==> src/hw/rtl/betrig_pkg.sv <==
package betrig_pkg;

	// fixed field widths
	localparam int ENERGY_W   = 55;
	localparam int BLEN_W     = 9;
	localparam int CNT_W      = 8;
	localparam int HOLD_W     = 16;
	localparam int CAPLEN_W   = 15;
	localparam int CFG_IDX_W  = 4;
	localparam int CFG_DATA_W = ENERGY_W;

	typedef logic [ENERGY_W-1:0] energy_t;

	// register map
	localparam logic [CFG_IDX_W-1:0] REG_BLOCK_LENGTH     = 4'd0;
	localparam logic [CFG_IDX_W-1:0] REG_ENERGY_THRESHOLD = 4'd1;
	localparam logic [CFG_IDX_W-1:0] REG_HOLDOFF_BLOCKS   = 4'd2;
	localparam logic [CFG_IDX_W-1:0] REG_CAPTURE_LENGTH   = 4'd3;

	// register reset values
	localparam logic [BLEN_W-1:0]   BLOCK_LENGTH_RST     = 9'd48;
	localparam energy_t             ENERGY_THRESHOLD_RST = 55'd303992974847508;
	localparam logic [HOLD_W-1:0]   HOLDOFF_BLOCKS_RST   = 16'd1000;
	localparam logic [CAPLEN_W-1:0] CAPTURE_LENGTH_RST   = 15'd14400;

	// longest block
	localparam logic [BLEN_W-1:0] BLEN_MAX = 9'd256;

	// elapsed block counter ceiling
	localparam logic [HOLD_W-1:0] HOLD_MAX = 16'hFFFF;

endpackage

==> src/hw/rtl/betrig_energy.sv <==
module betrig_energy
	import betrig_pkg::*;
#(
	parameter int SQ_W = 48
) (
	input  energy_t          sum,
	input  logic [SQ_W-1:0]  sq,
	input  energy_t          thr,
	output energy_t          sum_next,
	output logic             over
);

	localparam int EXT_W = ((SQ_W > ENERGY_W) ? SQ_W : ENERGY_W) + 1;

	logic [EXT_W-1:0] ext;
	logic             sat;

	// saturating accumulate, then strict compare against threshold
	assign ext      = {{(EXT_W-ENERGY_W){1'b0}}, sum} + {{(EXT_W-SQ_W){1'b0}}, sq};
	assign sat      = |ext[EXT_W-1:ENERGY_W];
	assign sum_next = sat ? {ENERGY_W{1'b1}} : ext[ENERGY_W-1:0];
	assign over     = (sum_next > thr);

endmodule

==> src/hw/rtl/block_energy_trigger_with_holdoff_core.sv <==
// block energy level trigger with holdoff
//
// input channel (in_valid/in_ready): one word per item, kind 0 carries an
// audio sample, kind 1 reports that analysis has finished and clears the
// pending flag. output channel (out_valid/out_ready): exactly one result word
// per input word, in order: capture write index, block end, trigger, pending.
// config channel (cfg_valid/cfg_ready): always ready, cfg_index selects
// block_length (0), energy_threshold (1), holdoff_blocks (2) or
// capture_length (3); other indexes are ignored. write only while idle.
//
// an accepted word is squared into the squarer register, whose output feeds the
// state update into the result register.
// throughput: one word per cycle while out_ready stays high, set by the state update loop
// (saturating energy add plus threshold compare), which is combinational.
// a stalled receiver holds the result register; the squarer stage keeps
// taking words until it is full, so in_ready drops one word later.
// reset clears all counters, energy, pending flag and both pipeline valids,
// and loads the register defaults.
module block_energy_trigger_with_holdoff_core
	import betrig_pkg::*;
#(
	parameter int MAX_CAPTURE = 16384,
	parameter int SAMPLE_BITS = 24
) (
	input  logic                            clk,
	input  logic                            arst_n,
	input  logic                            in_valid,
	output logic                            in_ready,
	input  logic                            kind,
	input  logic signed [SAMPLE_BITS-1:0]   sample,
	output logic                            out_valid,
	input  logic                            out_ready,
	output logic [$clog2(MAX_CAPTURE)-1:0]  write_index,
	output logic                            block_end,
	output logic                            trigger,
	output logic                            pending,
	input  logic                            cfg_valid,
	output logic                            cfg_ready,
	input  logic [CFG_IDX_W-1:0]            cfg_index,
	input  logic [CFG_DATA_W-1:0]           cfg_data
);

	localparam int IDX_W = $clog2(MAX_CAPTURE);
	localparam int SQ_W  = 2 * SAMPLE_BITS;
	localparam int CMP_W = (IDX_W + 1 > CAPLEN_W) ? IDX_W + 1 : CAPLEN_W;

	// config registers
	logic [BLEN_W-1:0]   blen_q;
	energy_t             thr_q;
	logic [HOLD_W-1:0]   hold_q;
	logic [CAPLEN_W-1:0] clen_q;

	// block state
	logic [IDX_W-1:0]    pos_q;
	logic [CNT_W-1:0]    cnt_q;
	energy_t             sum_q;
	logic [HOLD_W-1:0]   bst_q;
	logic                pend_q;

	// stage 1: squared sample
	logic                valid_s1;
	logic                kind_s1;
	logic [SQ_W-1:0]     sq_s1;

	// result register
	logic                out_valid_q;
	logic [IDX_W-1:0]    write_index_q;
	logic                block_end_q;
	logic                trigger_q;
	logic                pending_q;

	logic                    take_in;
	logic                    adv;
	logic [SAMPLE_BITS-1:0]  mag;
	logic [SQ_W-1:0]         sq_c;
	energy_t                 sum_next;
	logic                    over;
	logic [BLEN_W-1:0]       blen_eff;
	logic [BLEN_W-1:0]       cnt_inc;
	logic                    blk_end;
	logic [CMP_W-1:0]        clen_ext;
	logic [CMP_W-1:0]        clen_eff;
	logic [CMP_W-1:0]        pos_inc;
	logic [IDX_W-1:0]        pos_next;
	logic [HOLD_W-1:0]       elapsed;
	logic                    trig;

	// handshakes: stage 2 moves when the result register is free or drained
	assign adv       = valid_s1 && (!out_valid_q || out_ready);
	assign in_ready  = !valid_s1 || adv;
	assign take_in   = in_valid && in_ready;
	assign cfg_ready = 1'b1;

	// magnitude then square; the most negative code maps to 2^(n-1)
	assign mag  = sample[SAMPLE_BITS-1] ? SAMPLE_BITS'(-sample) : SAMPLE_BITS'(sample);
	assign sq_c = {{SAMPLE_BITS{1'b0}}, mag} * {{SAMPLE_BITS{1'b0}}, mag};

	betrig_energy #(
		.SQ_W (SQ_W)
	) u_energy (
		.sum      (sum_q),
		.sq       (sq_s1),
		.thr      (thr_q),
		.sum_next (sum_next),
		.over     (over)
	);

	// block length clamped to 1..256
	always_comb begin
		if (blen_q == '0) begin
			blen_eff = BLEN_W'(1);
		end else if (blen_q > BLEN_MAX) begin
			blen_eff = BLEN_MAX;
		end else begin
			blen_eff = blen_q;
		end
	end

	assign cnt_inc = {1'b0, cnt_q} + BLEN_W'(1);
	assign blk_end = (cnt_inc >= blen_eff);

	// capture length clamped to 1..MAX_CAPTURE
	assign clen_ext = CMP_W'(clen_q);
	always_comb begin
		if (clen_q == '0) begin
			clen_eff = CMP_W'(1);
		end else if (clen_ext > CMP_W'(MAX_CAPTURE)) begin
			clen_eff = CMP_W'(MAX_CAPTURE);
		end else begin
			clen_eff = clen_ext;
		end
	end

	// a position left beyond a shortened length wraps to zero too
	assign pos_inc  = CMP_W'(pos_q) + CMP_W'(1);
	assign pos_next = (pos_inc >= clen_eff) ? '0 : pos_inc[IDX_W-1:0];

	// elapsed block count saturates, so the largest holdoff never expires
	assign elapsed = (bst_q == HOLD_MAX) ? bst_q : bst_q + HOLD_W'(1);
	assign trig    = blk_end && !pend_q && (elapsed > hold_q) && over;

	// config writes
	always_ff @(posedge clk or negedge arst_n) begin
		if (!arst_n) begin
			blen_q <= BLOCK_LENGTH_RST;
			thr_q  <= ENERGY_THRESHOLD_RST;
			hold_q <= HOLDOFF_BLOCKS_RST;
			clen_q <= CAPTURE_LENGTH_RST;
		end else if (cfg_valid && cfg_ready) begin
			case (cfg_index)
				REG_BLOCK_LENGTH:     blen_q <= cfg_data[BLEN_W-1:0];
				REG_ENERGY_THRESHOLD: thr_q  <= cfg_data[ENERGY_W-1:0];
				REG_HOLDOFF_BLOCKS:   hold_q <= cfg_data[HOLD_W-1:0];
				REG_CAPTURE_LENGTH:   clen_q <= cfg_data[CAPLEN_W-1:0];
				default: ;
			endcase
		end
	end

	// pipeline valids and block state
	always_ff @(posedge clk or negedge arst_n) begin
		if (!arst_n) begin
			valid_s1    <= 1'b0;
			out_valid_q <= 1'b0;
			pos_q       <= '0;
			cnt_q       <= '0;
			sum_q       <= '0;
			bst_q       <= '0;
			pend_q      <= 1'b0;
		end else begin
			if (take_in) begin
				valid_s1 <= 1'b1;
			end else if (adv) begin
				valid_s1 <= 1'b0;
			end

			if (adv) begin
				out_valid_q <= 1'b1;
			end else if (out_ready) begin
				out_valid_q <= 1'b0;
			end

			if (adv) begin
				if (kind_s1) begin
					// analysis finished: only the flag changes
					pend_q <= 1'b0;
				end else begin
					pos_q <= pos_next;
					if (blk_end) begin
						cnt_q  <= '0;
						sum_q  <= '0;
						bst_q  <= trig ? '0 : elapsed;
						pend_q <= pend_q || trig;
					end else begin
						cnt_q <= cnt_inc[CNT_W-1:0];
						sum_q <= sum_next;
					end
				end
			end
		end
	end

	// payload registers
	always_ff @(posedge clk) begin
		if (take_in) begin
			kind_s1 <= kind;
			sq_s1   <= sq_c;
		end
		if (adv) begin
			write_index_q <= pos_q;
			if (kind_s1) begin
				block_end_q <= 1'b0;
				trigger_q   <= 1'b0;
				pending_q   <= 1'b0;
			end else begin
				block_end_q <= blk_end;
				trigger_q   <= trig;
				pending_q   <= pend_q || trig;
			end
		end
	end

	assign out_valid   = out_valid_q;
	assign write_index = write_index_q;
	assign block_end   = block_end_q;
	assign trigger     = trigger_q;
	assign pending     = pending_q;

	// a trigger only comes with a block end and leaves the request pending
	a_trig_at_end: assert property (@(posedge clk) disable iff (!arst_n)
		out_valid_q && trigger_q |-> block_end_q && pending_q)
		else $error("trigger without block end or pending");

	// the pending flag only rises on a state update that triggered
	a_pend_rise: assert property (@(posedge clk) disable iff (!arst_n)
		$rose(pend_q) |-> $past(adv) && $past(trig) && !$past(kind_s1))
		else $error("pending rose without a trigger");

	// a stalled squarer stage keeps its word
	a_s1_hold: assert property (@(posedge clk) disable iff (!arst_n)
		valid_s1 && !adv |=> valid_s1 && $stable(sq_s1) && $stable(kind_s1))
		else $error("stage 1 word lost while stalled");

	// the holdoff counter restarts exactly on a trigger
	a_holdoff_restart: assert property (@(posedge clk) disable iff (!arst_n)
		adv && !kind_s1 && trig |=> bst_q == '0)
		else $error("holdoff count not restarted");

endmodule

==> config.mk <==
export PLATFORM = sky130hd
export DESIGN_NAME = block_energy_trigger_with_holdoff_core
export DESIGN_NICKNAME = d
export VERILOG_FILES = /design/src/hw/rtl/betrig_pkg.sv /design/src/hw/rtl/betrig_energy.sv /design/src/hw/rtl/block_energy_trigger_with_holdoff_core.sv
export SDC_FILE = /design/constraint.sdc
export NUM_CORES = 2
export LEC_CHECK = 0
export BUFFER_PORTS_ARGS = -buffer_cell sky130_fd_sc_hd__buf_2
export CAP_MARGIN = 10
export CORE_MARGIN = 2
export CORE_UTILIZATION = 50
export DETAILED_ROUTE_END_ITERATION = 10
export GPL_TIMING_DRIVEN = 0
export PLACE_DENSITY = 0.66
export SLEW_MARGIN = 15
export SYNTH_ARGS = -nofsm -noshare
export SYNTH_HDL_FRONTEND = slang
export SYNTH_SLANG_ARGS = --single-unit
==> constraint.sdc <==
create_clock -name clk -period 6.8 [get_ports clk]
set_input_delay 1.02 -clock clk [delete_from_list [all_inputs] [get_ports clk]]
set_output_delay 1.02 -clock clk [all_outputs]
set_load 0.1 [all_outputs]
==> results_dict.tcl <==
set metrics [dict create \
    outcome "finished, violations left" \
    violations "negative setup slack" \
    post-route-period-util_pct 130 \
    cts_inserted_buffers 29 \
    clk_pin_slew_ps 60 \
    yosysSeqAreaShare_pct 21.3 \
    synth-warning-count 0 \
    fin_ws_ps -2020 \
    wl_per_cell_um 19.3 \
    slew_viol_final 0 \
    cts_hold_buf 0 \
    nets 4503 \
    fmax_mhz 113 \
    clkLatencyLatePin_ps 560 \
    worst_path_most_repeated_cell "fa_1" \
    drc 0 \
    skew_ps 15.5 \
    synth_cells 3371 \
    cts_sinks 256 \
    slew-limit-headroom_pct 33.8 \
    synthToLayoutAreaGrowth_pct 19.1 \
    grt_pass1_vias 25398 \
    final_area_sq_mm 0.0379 \
    initial_utilization_pct 50.5 \
    clockBufferDepth 3 \
    antenna-diode-count 0 \
    period_needed_ps 8820 \
    vias 24804 \
    cp_slowest_stage_delay_ps 590 \
    n_fill_cell 5359 \
    io_buffers 106 \
    tightest_slew_ps 989 \
    rsz0062_at_grt "true" \
    yosys-top-cells-area "fa_1, ha_1, dfrtp_1" \
    netlist_area_sq_mm 0.0319 \
    hold_path_class "primary input to asynchronous set/reset pin" \
    overflow 0 \
    cts_tree "done" \
    crit_type "primary input to flop" \
    synth-edff-count 65 \
    syn_area_per_cell_sq_um 9.45 \
    core-area_sq_mm 0.0631 \
    end_kind "flop" \
    firstDrtPassIters 5 \
    die_height_um 256 \
    synthTopCellsByCount "inv_1, fa_1, nand2_1" \
    final-setup-viol-count 34 \
    rows 92 \
    drt-initial-drc-count 1650 \
    synth_most_common_cell "inv_1" \
    drive_gt1_share_pct 19.9 \
    cap_violations 0 \
    antenna_found_initial 1 \
    ctsHtreeMaxLevel 1 \
    crit_slowest_cell "fa_1" \
    routed_wl_um 87300 \
    die_area_sq_mm 0.0657 \
    die_width_um 256 \
    synth_cell_type_count 85 \
    ios 109 \
    hpwl_um 67900 \
    gp_congestion 0.922 \
    synth_top_area_share_pct 27.1 \
    synth_top_cell_by_area "fa_1" \
    grt_max_degree 83 \
    ys_seq_elements 256 \
    hold_viol 0 \
    grt_use_total_pct 26.4 \
    synth-main-ff-cell "dfrtp_1" \
    critPathArrivalTime_ps 9120 \
    cp.required_ps 7110 \
    ant_nets 0 \
    place_area_sq_mm 0.0343 \
    synth-async-reset-ratio_pct 74.6 \
    grt_pass1_wl_um 137000 \
    cts_root_buf "clkbuf_16" \
    path_max_fanout 10 \
    worstSetupStartpointType "primary input" \
    routed_via_density 5.47 \
]
[cell type report]
cell class / instances / area, sq um / area share, %
buffer: 106 / 850 / 2.24
clock buffer: 35 / 758 / 2.00
clock inverter: 19 / 220 / 0.580
inverter: 660 / 2530 / 6.66
multi-input combinational: 2366 / 23900 / 62.9
sequential: 256 / 6780 / 17.9
tap: 846 / 1060 / 2.79
timing repair buffer: 246 / 1890 / 4.99
[stage by stage]
stage | utilization (%) | setup slack, ps | TNS (ps) | hold WS (ps) | std cells
CTS | 59.1 | -1910 | -37830 | 332 | 4500
global route | 60.1 | -2170 | -51370 | 345 | 4534
global placement | 54.2 | -4020 | -113850 | 489 | 4340
finish | 60.1 | -2020 | -45080 | 336 | 4534
detailed placement | 54.4 | -3870 | -107100 | 493 | 4344
floorplan | - | -1910 | -39150 | 422 | 3388
[layout by cell type, fill, tap and decap left out, drive strengths merged, types with 17 or more instances in the layout]
master    n
ha      318
buf     268
a22o     61
nand3    42
nand4    41
o21ai   144
a21oi   118
dfrtp   156
o21a     22
nand2b   17
xor2     59
nor2b    24
conb     19
a211oi   17
mux2     84
clkbuf  119
nand2   344
inv     654
dfstp    35
fa      431
a21o     66
nor3     41
and3     30
edfxtp   65
nor2    225
xnor2    91
[state kept, by name, summed over array words and instances (netlist names), 8 cells and up]
register     flops
write_index     14
cnt_q            8
bst_q           16
thr_q           55
clen_ext        15
hold_q          16
sq_s1           47
sum_q           55
pos_q           14
blen_q           9
[worst max-delay path: cells and delay by family]
family | cells | cell delay [ps]
adders and majority gates | 8 | 3980
and+or+nand+nor | 6 | 1160
xor gates and xnor gates | 2 | 390
buffers and inverters | 9 | 1270
AOI/OAI and AO/OA | 7 | 1300
[repair_timing]
item / 4_1_cts / 5_1_grt
setup endpoints to repair: 52 / 54
pin swaps: 122 / 71
resized for setup: 270 / 96
gates cloned: 0 / 0
setup buffers: 102 / 33
[path summary, 6_finish.rpt]
kind                            cells past startpoint  slack (ps)       from        end
min in group clk                                    1         500   thr_q[8]   thr_q[8]
worst min-delay path                                1         340     arst_n   pos_q[9]
worst max register to register                     24         420  sum_q[20]  bst_q[10]
worst min register to register                      1         500   thr_q[8]   thr_q[8]
max in group asynchronous                           3        5350     arst_n  thr_q[10]
worst max-delay path                               32       -2020  sample[2]  sq_s1[47]
[cells by family after synthesis]
logic type                 share of synthesized area [%]
DFF                                                 21.3
and+or+nand+nor                                     11.7
other                                             0.0236
AOI/OAI and AO/OA                                   11.1
xor gates and xnor gates                            4.17
buffers and inverters                               9.11
adders and majority gates                           39.6
muxes                                               3.00
[layer usage]
layer	track usage [%]	routed length (um)	vias up	part of all wire, %
met1	35.8	36600	12254	42
met4	7.93	3530	0	4.0
met2	44.4	41400	817	47
li1	-	-	11503	-
met5	0	0	-	0
met3	3.43	5790	230	6.6
Power is not shown: default switching activity piles up to over one toggle a cycle in this logic, so the estimate is an artifact.
